### src/rtl/fcdm_pkg.sv
`default_nettype none

package fcdm_pkg;

  // fraction bits of the sine and cosine values
  localparam int unsigned TRIG_FRAC_BITS = 15;
  localparam int unsigned TRIG_MAG_W     = TRIG_FRAC_BITS + 1;
  localparam int unsigned TRIG_W         = TRIG_FRAC_BITS + 2;
  localparam int unsigned PROD_W         = 8 + TRIG_W;
  localparam int unsigned SUM_W          = PROD_W + 1;

  localparam longint unsigned PI_Q30        = 64'd3373259426;
  localparam int unsigned     HALF_TURN_DEG = 180;
  localparam int unsigned     TENTHS_PER_DEG = 10;

  // x / 10 for x below 2^16, x / 360 for x below 4096
  localparam int unsigned DIV10_MUL  = 52429;
  localparam int unsigned DIV10_SH   = 19;
  localparam int unsigned DIV360_MUL = 11651;
  localparam int unsigned DIV360_SH  = 22;

  localparam int unsigned QUAD_DEG = 90;
  localparam int unsigned FULL_DEG = 360;

  typedef enum logic {
    CFG_UPPER_LIMIT = 1'b0,
    CFG_LOWER_LIMIT = 1'b1
  } cfg_idx_e;

  typedef struct packed {
    logic signed [15:0] heading_tenths;
    logic signed [7:0]  stick_forward;
    logic signed [7:0]  stick_strafe;
    logic signed [7:0]  stick_turn;
  } in_t;

  typedef struct packed {
    logic signed [7:0] front_left_drive;
    logic signed [7:0] front_right_drive;
    logic signed [7:0] back_left_drive;
    logic signed [7:0] back_right_drive;
  } out_t;

  typedef logic [TRIG_MAG_W-1:0] trig_mag_t;
  typedef trig_mag_t sin_tab_t [QUAD_DEG+1];

  // shift and subtract quotient, only used while building the table
  function automatic longint unsigned udiv(longint unsigned n, longint unsigned d);
    longint unsigned q;
    longint unsigned rem;
    q   = '0;
    rem = '0;
    for (int i = 63; i >= 0; i--) begin
      rem = {rem[62:0], n[i]};
      if (rem >= d) begin
        rem  = rem - d;
        q[i] = 1'b1;
      end
    end
    return q;
  endfunction

  // first-quadrant sine, taylor series in q30 then rounded to the output fraction
  function automatic trig_mag_t sin_quadrant(int unsigned r);
    longint unsigned x;
    longint unsigned x2;
    longint unsigned term;
    longint unsigned u;
    longint          sum;
    longint unsigned div;
    int unsigned     sh;
    x    = udiv(longint'(r) * PI_Q30, longint'(HALF_TURN_DEG));
    x2   = (x * x) >> 30;
    term = x;
    sum  = longint'(x);
    sh   = 30 - TRIG_FRAC_BITS;
    for (int unsigned k = 1; k <= 7; k++) begin
      div  = longint'((2 * k) * (2 * k + 1));
      term = (term * x2) >> 30;
      term = udiv(term, div);
      if (k[0]) begin
        sum = sum - longint'(term);
      end else begin
        sum = sum + longint'(term);
      end
    end
    if (sum < 0) begin
      sum = 0;
    end
    u = longint'(sum);
    u = (u + (64'd1 << (sh - 1))) >> sh;
    return u[TRIG_MAG_W-1:0];
  endfunction

  function automatic sin_tab_t build_sin_tab();
    sin_tab_t tab;
    for (int unsigned i = 0; i <= QUAD_DEG; i++) begin
      tab[i] = sin_quadrant(i);
    end
    return tab;
  endfunction

  localparam sin_tab_t SIN_TAB = build_sin_tab();

endpackage

`default_nettype wire

### src/rtl/field_centric_drive_mixer_unit.sv
// channel   | direction | handshake               | payload
// ----------+-----------+-------------------------+-------------------------------
// in        | input     | in_valid_i / in_stall_o | in_data_i  (heading, 3 sticks)
// out       | output    | out_valid_o/ out_stall_i| out_data_o (4 wheel drives)
// cfg       | input     | cfg_valid_i/ cfg_ready_o| cfg_index_i, cfg_data_i
//
// eight register stages: divide by 10, divide by 360, fold to 0..359, quadrant,
// sine/cosine table, products, truncating sums, mix and saturate.
// one item per cycle while no stall holds the pipeline; out_valid_o follows the item through every stage.
// reset empties the pipeline and sets the limits to +127 / -127.
// a stall only holds the stages that are full, empty stages keep filling.
`default_nettype none

module field_centric_drive_mixer_unit (
  input  wire logic            clk_i,
  input  wire logic            rst_ni,
  input  wire logic            in_valid_i,
  output logic                 in_stall_o,
  input  wire fcdm_pkg::in_t   in_data_i,
  output logic                 out_valid_o,
  input  wire logic            out_stall_i,
  output fcdm_pkg::out_t       out_data_o,
  input  wire logic            cfg_valid_i,
  output logic                 cfg_ready_o,
  input  wire logic            cfg_index_i,
  input  wire logic [7:0]      cfg_data_i
);

  localparam int unsigned NSTAGE = 8;

  typedef struct packed {
    logic signed [7:0] f;
    logic signed [7:0] s;
    logic signed [7:0] t;
  } stick_t;

  logic [NSTAGE-1:0] vld_q;
  logic [NSTAGE-1:0] en;

  logic [6:0]        upper_q;
  logic signed [7:0] lower_q;

  // per-stage enables, a full stage moves only if the next one moves
  always_comb begin
    en[NSTAGE-1] = !vld_q[NSTAGE-1] || !out_stall_i;
    for (int i = NSTAGE - 2; i >= 0; i--) begin
      en[i] = !vld_q[i] || en[i+1];
    end
  end

  assign in_stall_o  = !en[0];
  assign cfg_ready_o = 1'b1;
  assign out_valid_o = vld_q[NSTAGE-1];

  always_ff @(posedge clk_i or negedge rst_ni) begin
    if (!rst_ni) begin
      vld_q <= '0;
    end else begin
      if (en[0]) begin
        vld_q[0] <= in_valid_i;
      end
      for (int i = 1; i < NSTAGE; i++) begin
        if (en[i]) begin
          vld_q[i] <= vld_q[i-1];
        end
      end
    end
  end

  always_ff @(posedge clk_i or negedge rst_ni) begin
    if (!rst_ni) begin
      upper_q <= 7'd127;
      lower_q <= -8'sd127;
    end else if (cfg_valid_i) begin
      unique case (fcdm_pkg::cfg_idx_e'(cfg_index_i))
        fcdm_pkg::CFG_UPPER_LIMIT: upper_q <= cfg_data_i[6:0];
        fcdm_pkg::CFG_LOWER_LIMIT: lower_q <= $signed(cfg_data_i);
        default: ;
      endcase
    end
  end

  // stage 1: whole degrees, magnitude and sign
  logic [15:0] habs;
  logic [31:0] div10_prod;
  logic [11:0] s1_deg_d;
  logic [11:0] s1_deg_q;
  logic        s1_neg_q;
  stick_t      s1_stk_q;

  always_comb begin
    habs       = in_data_i.heading_tenths[15] ? 16'(-in_data_i.heading_tenths)
                                              : 16'(in_data_i.heading_tenths);
    div10_prod = 32'(habs) * 32'(fcdm_pkg::DIV10_MUL);
    s1_deg_d   = 12'(div10_prod >> fcdm_pkg::DIV10_SH);
  end

  always_ff @(posedge clk_i) begin
    if (en[0]) begin
      s1_deg_q <= s1_deg_d;
      s1_neg_q <= in_data_i.heading_tenths[15];
      s1_stk_q <= '{f: in_data_i.stick_forward, s: in_data_i.stick_strafe,
                    t: in_data_i.stick_turn};
    end
  end

  // stage 2: full turns
  logic [25:0] div360_prod;
  logic [3:0]  s2_turns_d;
  logic [3:0]  s2_turns_q;
  logic [11:0] s2_deg_q;
  logic        s2_neg_q;
  stick_t      s2_stk_q;

  always_comb begin
    div360_prod = 26'(s1_deg_q) * 26'(fcdm_pkg::DIV360_MUL);
    s2_turns_d  = 4'(div360_prod >> fcdm_pkg::DIV360_SH);
  end

  always_ff @(posedge clk_i) begin
    if (en[1]) begin
      s2_turns_q <= s2_turns_d;
      s2_deg_q   <= s1_deg_q;
      s2_neg_q   <= s1_neg_q;
      s2_stk_q   <= s1_stk_q;
    end
  end

  // stage 3: angle folded into 0..359, negative headings wrap from the top
  logic [11:0] rem_full;
  logic [8:0]  rem;
  logic [8:0]  s3_ang_d;
  logic [8:0]  s3_ang_q;
  stick_t      s3_stk_q;

  always_comb begin
    rem_full = s2_deg_q - 12'(s2_turns_q) * 12'(fcdm_pkg::FULL_DEG);
    rem      = rem_full[8:0];
    s3_ang_d = (s2_neg_q && rem != 9'd0) ? 9'(fcdm_pkg::FULL_DEG) - rem : rem;
  end

  always_ff @(posedge clk_i) begin
    if (en[2]) begin
      s3_ang_q <= s3_ang_d;
      s3_stk_q <= s2_stk_q;
    end
  end

  // stage 4: quadrant and angle within it
  logic [1:0] s4_quad_d;
  logic [6:0] s4_rem_d;
  logic [1:0] s4_quad_q;
  logic [6:0] s4_rem_q;
  stick_t     s4_stk_q;

  always_comb begin
    priority if (s3_ang_q < 9'(fcdm_pkg::QUAD_DEG)) begin
      s4_quad_d = 2'd0;
      s4_rem_d  = 7'(s3_ang_q);
    end else if (s3_ang_q < 9'(2 * fcdm_pkg::QUAD_DEG)) begin
      s4_quad_d = 2'd1;
      s4_rem_d  = 7'(s3_ang_q - 9'(fcdm_pkg::QUAD_DEG));
    end else if (s3_ang_q < 9'(3 * fcdm_pkg::QUAD_DEG)) begin
      s4_quad_d = 2'd2;
      s4_rem_d  = 7'(s3_ang_q - 9'(2 * fcdm_pkg::QUAD_DEG));
    end else begin
      s4_quad_d = 2'd3;
      s4_rem_d  = 7'(s3_ang_q - 9'(3 * fcdm_pkg::QUAD_DEG));
    end
  end

  always_ff @(posedge clk_i) begin
    if (en[3]) begin
      s4_quad_q <= s4_quad_d;
      s4_rem_q  <= s4_rem_d;
      s4_stk_q  <= s3_stk_q;
    end
  end

  // stage 5: table lookup, cosine is the sine one quadrant on
  logic [1:0]                           cos_quad;
  logic [6:0]                           sin_idx;
  logic [6:0]                           cos_idx;
  fcdm_pkg::trig_mag_t                  sin_mag;
  fcdm_pkg::trig_mag_t                  cos_mag;
  logic signed [fcdm_pkg::TRIG_W-1:0]   s5_sn_d;
  logic signed [fcdm_pkg::TRIG_W-1:0]   s5_cs_d;
  logic signed [fcdm_pkg::TRIG_W-1:0]   s5_sn_q;
  logic signed [fcdm_pkg::TRIG_W-1:0]   s5_cs_q;
  stick_t                               s5_stk_q;

  always_comb begin
    cos_quad = s4_quad_q + 2'd1;
    sin_idx  = s4_quad_q[0] ? 7'(fcdm_pkg::QUAD_DEG) - s4_rem_q : s4_rem_q;
    cos_idx  = cos_quad[0]  ? 7'(fcdm_pkg::QUAD_DEG) - s4_rem_q : s4_rem_q;
    sin_mag  = fcdm_pkg::SIN_TAB[sin_idx];
    cos_mag  = fcdm_pkg::SIN_TAB[cos_idx];
    s5_sn_d  = s4_quad_q[1] ? -$signed({1'b0, sin_mag}) : $signed({1'b0, sin_mag});
    s5_cs_d  = cos_quad[1]  ? -$signed({1'b0, cos_mag}) : $signed({1'b0, cos_mag});
  end

  always_ff @(posedge clk_i) begin
    if (en[4]) begin
      s5_sn_q  <= s5_sn_d;
      s5_cs_q  <= s5_cs_d;
      s5_stk_q <= s4_stk_q;
    end
  end

  // stage 6: rotation products
  logic signed [fcdm_pkg::PROD_W-1:0] s6_fsn_q;
  logic signed [fcdm_pkg::PROD_W-1:0] s6_scs_q;
  logic signed [fcdm_pkg::PROD_W-1:0] s6_fcs_q;
  logic signed [fcdm_pkg::PROD_W-1:0] s6_ssn_q;
  logic signed [7:0]                  s6_t_q;

  always_ff @(posedge clk_i) begin
    if (en[5]) begin
      s6_fsn_q <= fcdm_pkg::PROD_W'(s5_stk_q.f) * fcdm_pkg::PROD_W'(s5_sn_q);
      s6_scs_q <= fcdm_pkg::PROD_W'(s5_stk_q.s) * fcdm_pkg::PROD_W'(s5_cs_q);
      s6_fcs_q <= fcdm_pkg::PROD_W'(s5_stk_q.f) * fcdm_pkg::PROD_W'(s5_cs_q);
      s6_ssn_q <= fcdm_pkg::PROD_W'(s5_stk_q.s) * fcdm_pkg::PROD_W'(s5_sn_q);
      s6_t_q   <= s5_stk_q.t;
    end
  end

  // stage 7: exact sums truncated toward zero
  logic signed [fcdm_pkg::SUM_W-1:0] sum_s;
  logic signed [fcdm_pkg::SUM_W-1:0] sum_f;
  logic [fcdm_pkg::SUM_W-1:0]        mag_s;
  logic [fcdm_pkg::SUM_W-1:0]        mag_f;
  logic [9:0]                        shr_s;
  logic [9:0]                        shr_f;
  logic signed [9:0]                 s7_rs_d;
  logic signed [9:0]                 s7_rf_d;
  logic signed [9:0]                 s7_rs_q;
  logic signed [9:0]                 s7_rf_q;
  logic signed [7:0]                 s7_t_q;

  always_comb begin
    sum_s   = fcdm_pkg::SUM_W'(s6_fsn_q) + fcdm_pkg::SUM_W'(s6_scs_q);
    sum_f   = fcdm_pkg::SUM_W'(s6_fcs_q) - fcdm_pkg::SUM_W'(s6_ssn_q);
    mag_s   = sum_s[fcdm_pkg::SUM_W-1] ? -sum_s : sum_s;
    mag_f   = sum_f[fcdm_pkg::SUM_W-1] ? -sum_f : sum_f;
    shr_s   = 10'(mag_s >> fcdm_pkg::TRIG_FRAC_BITS);
    shr_f   = 10'(mag_f >> fcdm_pkg::TRIG_FRAC_BITS);
    s7_rs_d = sum_s[fcdm_pkg::SUM_W-1] ? -$signed(shr_s) : $signed(shr_s);
    s7_rf_d = sum_f[fcdm_pkg::SUM_W-1] ? -$signed(shr_f) : $signed(shr_f);
  end

  always_ff @(posedge clk_i) begin
    if (en[6]) begin
      s7_rs_q <= s7_rs_d;
      s7_rf_q <= s7_rf_d;
      s7_t_q  <= s6_t_q;
    end
  end

  // stage 8: wheel mix and saturation, upper limit checked first
  logic signed [11:0] rs_x;
  logic signed [11:0] rf_x;
  logic signed [11:0] t_x;
  logic signed [11:0] hi_x;
  logic signed [11:0] lo_x;
  logic signed [11:0] mix_fl;
  logic signed [11:0] mix_fr;
  logic signed [11:0] mix_bl;
  logic signed [11:0] mix_br;
  fcdm_pkg::out_t     out_d;
  fcdm_pkg::out_t     out_q;

  function automatic logic signed [7:0] sat(logic signed [11:0] v,
                                            logic signed [11:0] hi,
                                            logic signed [11:0] lo);
    logic signed [11:0] r;
    priority if (v > hi) begin
      r = hi;
    end else if (v < lo) begin
      r = lo;
    end else begin
      r = v;
    end
    return r[7:0];
  endfunction

  always_comb begin
    rs_x   = 12'(s7_rs_q);
    rf_x   = 12'(s7_rf_q);
    t_x    = 12'(s7_t_q);
    hi_x   = $signed({5'd0, upper_q});
    lo_x   = 12'(lower_q);
    mix_fl = -rf_x - rs_x - t_x;
    mix_fr =  rf_x - rs_x - t_x;
    mix_bl = -rf_x + rs_x - t_x;
    mix_br =  rf_x + rs_x - t_x;
    out_d.front_left_drive  = sat(mix_fl, hi_x, lo_x);
    out_d.front_right_drive = sat(mix_fr, hi_x, lo_x);
    out_d.back_left_drive   = sat(mix_bl, hi_x, lo_x);
    out_d.back_right_drive  = sat(mix_br, hi_x, lo_x);
  end

  always_ff @(posedge clk_i) begin
    if (en[7]) begin
      out_q <= out_d;
    end
  end

  assign out_data_o = out_q;

endmodule

`default_nettype wire
### config.mk
export PLATFORM = sky130hd
export DESIGN_NAME = field_centric_drive_mixer_unit
export DESIGN_NICKNAME = d
export VERILOG_FILES = /design/src/rtl/fcdm_pkg.sv /design/src/rtl/field_centric_drive_mixer_unit.sv
export SDC_FILE = /design/constraint.sdc
export NUM_CORES = 2
export LEC_CHECK = 0
export ABC_AREA = 1
export ABC_CLOCK_PERIOD_IN_PS = 30400
export BUFFER_PORTS_ARGS = -buffer_cell sky130_fd_sc_hd__buf_2
export CELL_PAD_IN_SITES_DETAIL_PLACEMENT = 0
export CELL_PAD_IN_SITES_GLOBAL_PLACEMENT = 1
export CORE_ASPECT_RATIO = 1.25
export CORE_MARGIN = 5
export CORE_UTILIZATION = 40
export CTS_BUF_LIST = sky130_fd_sc_hd__clkbuf_4 sky130_fd_sc_hd__clkbuf_8
export CTS_CLUSTER_DIAMETER = 50
export DETAILED_ROUTE_END_ITERATION = 16
export GPL_ROUTABILITY_DRIVEN = 0
export MAX_ROUTING_LAYER = met4
export PLACE_DENSITY_LB_ADDON = 0.1
export SLEW_MARGIN = 20
export SYNTH_ARGS = -nofsm -noshare
export SYNTH_HDL_FRONTEND = slang
export SYNTH_SLANG_ARGS = --single-unit
export TNS_END_PERCENT = 20
### constraint.sdc
create_clock -name clk_i -period 30.4 [get_ports clk_i]
set_clock_uncertainty 0.05 [all_clocks]
set_input_delay 6.08 -clock clk_i [delete_from_list [all_inputs] [get_ports clk_i]]
set_output_delay 6.08 -clock clk_i [all_outputs]
set_load 0.1 [all_outputs]
# Yosys cells after proc, flatten, opt, wreduce, memory -nomap -nowiden
# Memory sizes are Yosys's and may differ from the RTL's.
# Cells that the tools add are included.
dict set report totals {
  reg_bits 390
  latchBits 0
  mem_bits_rw 0
  mem_bits_ro 4096
  input_bits 54
  elab_cells 154
  memories 2
}
dict set report op_classes {
  n_addsub 25
  mul 7
  n_div 0
  order_cmp 13
  eq_ne 0
  n_shift 0
  mux 27
  bitwise_logic 3
  reduce_logical 23
}
# memory words width read_ports rd_ports_with_merged_regs wr line_no
set memory_table {}
lappend memory_table {{(no name shown)} 128 16 1 0 0 field_centric_drive_mixer_unit.sv:197} ;# cos_mag = fcdm_pkg::SIN_TAB[cos_idx];
lappend memory_table {{(no name shown)} 128 16 1 0 0 field_centric_drive_mixer_unit.sv:196} ;# sin_mag = fcdm_pkg::SIN_TAB[sin_idx];
# cell count
set ops {}
lappend ops {{$mux W16} 7}
lappend ops {{$mul A8 B17 Y25} 4}
lappend ops {{$mux W7} 9}
lappend ops {{$mux W25} 2}
lappend ops {{$neg A25 Y25} 2}
lappend ops {{$gt A12 B8 Y1} 4}
lappend ops {{$lt A12 B8 Y1} 4}
lappend ops {{$neg A16 Y17} 2}
lappend ops {{$mux W8} 4}
lappend ops {{$mul A16 B16 Y31 const B} 1}
lappend ops {{$add A25 B25 Y26} 1}
lappend ops {{$mul A12 B14 Y26 const B} 1}
lappend ops {{$sub A25 B25 Y26} 1}
lappend ops {{$sub A11 B8 Y12} 2}
lappend ops {{$sub A12 B8 Y12} 2}
lappend ops {{$mux W10} 2}
lappend ops {{$neg A10 Y10} 2}
lappend ops {{$ge A8 B8 Y1 const B} 2}
lappend ops {{$neg A16 Y16} 1}
lappend ops {{$not A7 Y8} 2}
lappend ops {{$add A12 B10 Y12} 1}
lappend ops {{$neg A10 Y12} 1}
lappend ops {{$sub A12 B10 Y12} 1}
lappend ops {{$add A10 B10 Y11} 1}
lappend ops {{other kinds (21)} 39}

# Longest topological paths before layout
dict set report depth {
  word_depth 10
  mapped_depth 33
  depth_no_buf 33
}

# Worst setup path before layout
# No wires, ideal clock.
dict set report synth_path {
  path_type {input to output}
  start {input out_stall_i}
  end {output in_stall_o}
  arrival_ns 14.319
  t_required_ns 24.270
  path_slack_ns 9.951
  stages 14
  cell_sequence {nand2_1 > nor2_1 > inv_1 > nor2_1 > inv_1 > nor2_1 > inv_1 > nor2_1 > inv_1 > nor2_1 > inv_1 > nor2_1 > inv_1 > nor2_1}
}
dict set report synth_via {
  elab_chain_len 10
}
# element line_no
set synth_lines {}
lappend synth_lines {{start, declared} field_centric_drive_mixer_unit.sv:21} ;# input wire logic out_stall_i,
lappend synth_lines {{$logic_not A1 Y1} field_centric_drive_mixer_unit.sv:45} ;# en[NSTAGE-1] = !vld_q[NSTAGE-1] || !out_stall_i;
lappend synth_lines {{$logic_or A1 B1 Y1} field_centric_drive_mixer_unit.sv:45}
lappend synth_lines {{$logic_or A1 B1 Y1} field_centric_drive_mixer_unit.sv:47} ;# en[i] = !vld_q[i] || en[i+1];
lappend synth_lines {{named net en[6]} field_centric_drive_mixer_unit.sv:38} ;# logic [NSTAGE-1:0] en;
lappend synth_lines {{$logic_or A1 B1 Y1} field_centric_drive_mixer_unit.sv:47}
lappend synth_lines {{named net en[5]} field_centric_drive_mixer_unit.sv:38}
lappend synth_lines {{$logic_or A1 B1 Y1} field_centric_drive_mixer_unit.sv:47}
lappend synth_lines {{named net en[4]} field_centric_drive_mixer_unit.sv:38}
lappend synth_lines {{$logic_or A1 B1 Y1} field_centric_drive_mixer_unit.sv:47}
lappend synth_lines {{named net en[3]} field_centric_drive_mixer_unit.sv:38}
lappend synth_lines {{$logic_or A1 B1 Y1} field_centric_drive_mixer_unit.sv:47}
lappend synth_lines {{named net en[2]} field_centric_drive_mixer_unit.sv:38}
lappend synth_lines {{$logic_or A1 B1 Y1} field_centric_drive_mixer_unit.sv:47}
lappend synth_lines {{named net en[1]} field_centric_drive_mixer_unit.sv:38}
lappend synth_lines {{$logic_or A1 B1 Y1} field_centric_drive_mixer_unit.sv:47}
lappend synth_lines {{$logic_not A1 Y1} field_centric_drive_mixer_unit.sv:51} ;# assign in_stall_o = !en[0];
lappend synth_lines {{end, declared} field_centric_drive_mixer_unit.sv:18} ;# output logic in_stall_o,
# The timed path passes the listed nets, and every way through them passes these cells.

# Worst setup path after layout
dict set report layout_path {
  start {input out_stall_i}
  end {output in_stall_o}
}
dict set report layout_via {
  elab_chain_len 10
}
# element line_no
set layout_lines {}
lappend layout_lines {{$logic_not A1 Y1} field_centric_drive_mixer_unit.sv:45}
lappend layout_lines {{$logic_or A1 B1 Y1} field_centric_drive_mixer_unit.sv:45}
lappend layout_lines {{named net en[7]} field_centric_drive_mixer_unit.sv:38}
lappend layout_lines {{$logic_or A1 B1 Y1} field_centric_drive_mixer_unit.sv:47}
lappend layout_lines {{named net en[6]} field_centric_drive_mixer_unit.sv:38}
lappend layout_lines {{$logic_or A1 B1 Y1} field_centric_drive_mixer_unit.sv:47}
lappend layout_lines {{named net en[5]} field_centric_drive_mixer_unit.sv:38}
lappend layout_lines {{$logic_or A1 B1 Y1} field_centric_drive_mixer_unit.sv:47}
lappend layout_lines {{named net en[4]} field_centric_drive_mixer_unit.sv:38}
lappend layout_lines {{$logic_or A1 B1 Y1} field_centric_drive_mixer_unit.sv:47}
lappend layout_lines {{named net en[3]} field_centric_drive_mixer_unit.sv:38}
lappend layout_lines {{$logic_or A1 B1 Y1} field_centric_drive_mixer_unit.sv:47}
lappend layout_lines {{named net en[2]} field_centric_drive_mixer_unit.sv:38}
lappend layout_lines {{$logic_or A1 B1 Y1} field_centric_drive_mixer_unit.sv:47}
lappend layout_lines {{named net en[1]} field_centric_drive_mixer_unit.sv:38}
lappend layout_lines {{$logic_or A1 B1 Y1} field_centric_drive_mixer_unit.sv:47}
lappend layout_lines {{$logic_not A1 Y1} field_centric_drive_mixer_unit.sv:51}
# The timed path passes the listed nets, and every way through them passes these cells.

==> impl_metrics.csv <==
group,metric,value,unit
status,status,"finished, final reports clean",
clock_network,cts_sinks,390,
clock_network,cts_tree,"done",
finish,drive_gt1_share,5.36,%
worst_setup_path,crit_required,24.27,ns
grt,antenna_found_initial,4,
placement,io_buffers,87,
routing,drc,0,
logic_synthesis,ys_top_cells_by_count,"inv_1 (1629), nand2_1 (1552), ha_1 (600), fa_1 (595), edfxtp_1 (367)",
clock_network,postCtsSetupBuffers,0,
die,die-area,0.142,mm^2
logic_synthesis,yosysMostFrequentCell,"inv_1",
routing,drt-wirelength-per-cell,17.6,um
sta,timing.fmax,64.4,MHz
finish,final_util,43.1,%
routing,first_iter_violations,2199,
logic_synthesis,ys_ff_latch,390,
logic_synthesis,synth_area_leader_cell,"fa_1",
worst_setup_path,cpMostUsedCell,"nor2_1",
routing,vias,41600,
logic_synthesis,yosysTopAreaCellShare,22.1,%
worst_setup_path,cp_slowest_cell,"buf_4",
clock_network,clock_path_buffers,3,
clock_network,cts_root_buf,"clkbuf_8",
sta,period_needed,15.52,ns
die,core_area,0.134,mm^2
worst_setup_path,endpoint_kind,"output port",
logic_synthesis,synth_fp_nets,7935,
clock_network,numCtsBuffers,76,
finish,final_cells,8539,
sta,hold_viol_final,0,
clock_network,ctsHoldBuffers,0,
routing,dr.pass1.iters,5,
clock_network,clk_pin_slew,0.06,ns
logic_synthesis,synthArstFlopShare,5.90,%
logic_synthesis,synth_ff_type,"edfxtp_1",
grt,grt_start_max_net_pins,61,
sta,grt_setup_unrepaired,"no",
sta,slew_headroom,27.3,%
die,rows,150,
sta,period_share,51.0,%
clock_network,cts_max_level,3,
routing,via_per_inst,4.88,
finish,nets,7984,
finish,area_growth,6.85,%
placement,numPlacedInstances,8405,
worst_setup_path,critical_path_class,"in2out",
worst_setup_path,arrival,9.39,ns
placement,dpl.hpwl,123,mm
logic_synthesis,avgSynthCellArea,8.07,um^2
worst_setup_path,cp-start-kind,"primary input",
logic_synthesis,netlist_area,0.0539,mm^2
logic_synthesis,ys_warn_count,0,
worst_setup_path,crit_family,"buffers and inverters",
logic_synthesis,synth_edf_count,367,
logic_synthesis,yosysSeqAreaShare,21.5,%
min_path,min_path_type,"reg2reg",
sta,setup_viol,0,
worst_setup_path,cp_cell_sequence,"buf_2, nand2_1, buf_4, nor2_1, inv_1, buf_4, nor2_1, inv_4, nor2_1, inv_2, buf_4, nor2_1, inv_1, nor2_1, inv_1, nor2_1, inv_1, nor2_1, buf_2",
routing,wl,150,mm
logic_synthesis,synth_cells,6686,
worst_setup_path,r2r_cells,20,
worst_setup_path,cpPeakStageDelay,0.59,ns
min_path,hold_path_depth,0,
sta,worst_pin_slew,1.09,ns
worst_setup_path,crit_cells,19,
worst_setup_path,cp_max_fo,60,
run,drv_cap,0,
die,start_util,40.3,%
clock_network,insertion_delay,0.74,ns
worst_setup_path,critPathBufInv,11,
routing,final_antenna_net_count,0,
die,die_x,338,um
logic_synthesis,yosysUniqueCellTypes,62,
grt,grt_remaining_overflow,0,
die,ios,89,
die,die_h,421,um
grt,grt_pass1_wl,241,mm
logic_synthesis,synthTopCellsByArea,"fa_1 (22%), edfxtp_1 (20%), ha_1 (14%)",
sta,finalHoldWorstSlack,0.352,ns
sta,finalSetupTns,0,ns
grt,grt_pass1_vias,43200,
sta,finalMaxSlewViolations,0,
clock_network,cts_resized,0,
grt,grt.total_usage,22.1,%
layout by cell type, fill, tap and decap left out, drive strengths merged, types with 180 or more instances in the layout:
cell type  count
a21oi        280
edfxtp       367
fa           595
ha           600
inv         1662
nand2       1571
nand3        255
nor2         318
o21ai        283
xor2         180
flip-flops by register name, indices dropped and copies added (netlist names), 12 cells and up:
register	cells
out_data_o	32
s1_deg_q	12
s1_stk_q	24
s2_stk_q	24
s3_stk_q	24
s4_stk_q	24
s5_cs_q	17
s5_sn_q	17
s5_stk_q	24
s6_fcs_q	25
s6_fsn_q	25
s6_scs_q	25
s6_ssn_q	25
area by class of cell:
type | count | area [um^2]
fill | 13900 | 76200
multi-input combinational | 4482 | 35300
sequential | 390 | 11600
inverter | 1653 | 6210
tap | 1748 | 2190
clock buffer | 90 | 1150
timing repair buffer | 132 | 773
clock inverter | 43 | 383
antenna | 1 | 2.50
cells by family after synthesis:
| family | Yosys count | synth area share [%] |
|---|---|---|
| flops | 390 | 21.5 |
| xor+xnor | 272 | 4.44 |
| buf+inv | 1814 | 13.0 |
| simple gates | 2301 | 17.5 |
| compound gates | 713 | 7.51 |
| fa+ha+maj | 1195 | 36.0 |
| other cells | 1 | 0.00695 |
routing by layer:
layer | wire, um | global-route usage, % | vias up
met1 | 61700 | 25.4 | 20000
met2 | 79100 | 40.9 | 735
met5 | 0 | - | -
met3 | 4260 | 1.71 | 209
li1 | - | - | 20700
met4 | 5380 | 7.34 | 0
through the flow:
step	setup slack (ns)	instance area (um^2)
6_report	14.88	57600
5_1_grt	14.61	57600
4_1_cts	14.84	57600
3_5_place_dp	14.85	56100
3_3_place_gp	14.81	56100
2_1_floorplan	9.95	53900
worst paths after layout:
check,slack (ns),endpoint,from
worst max-delay path,14.88,in_stall_o,out_stall_i
worst min-delay path,0.35,s5_stk_q[20],s4_stk_q[20]
worst max register to register,23.56,s6_fsn_q[24],s5_sn_q[2]
worst min register to register,0.35,s5_stk_q[20],s4_stk_q[20]
max in group asynchronous,24.40,vld_q[3],rst_ni
min in group asynchronous,5.38,vld_q[7],rst_ni
Power is left out: the tool's default activity adds up to more than one toggle a clock period on the data nets, which glitch-free logic cannot reach.
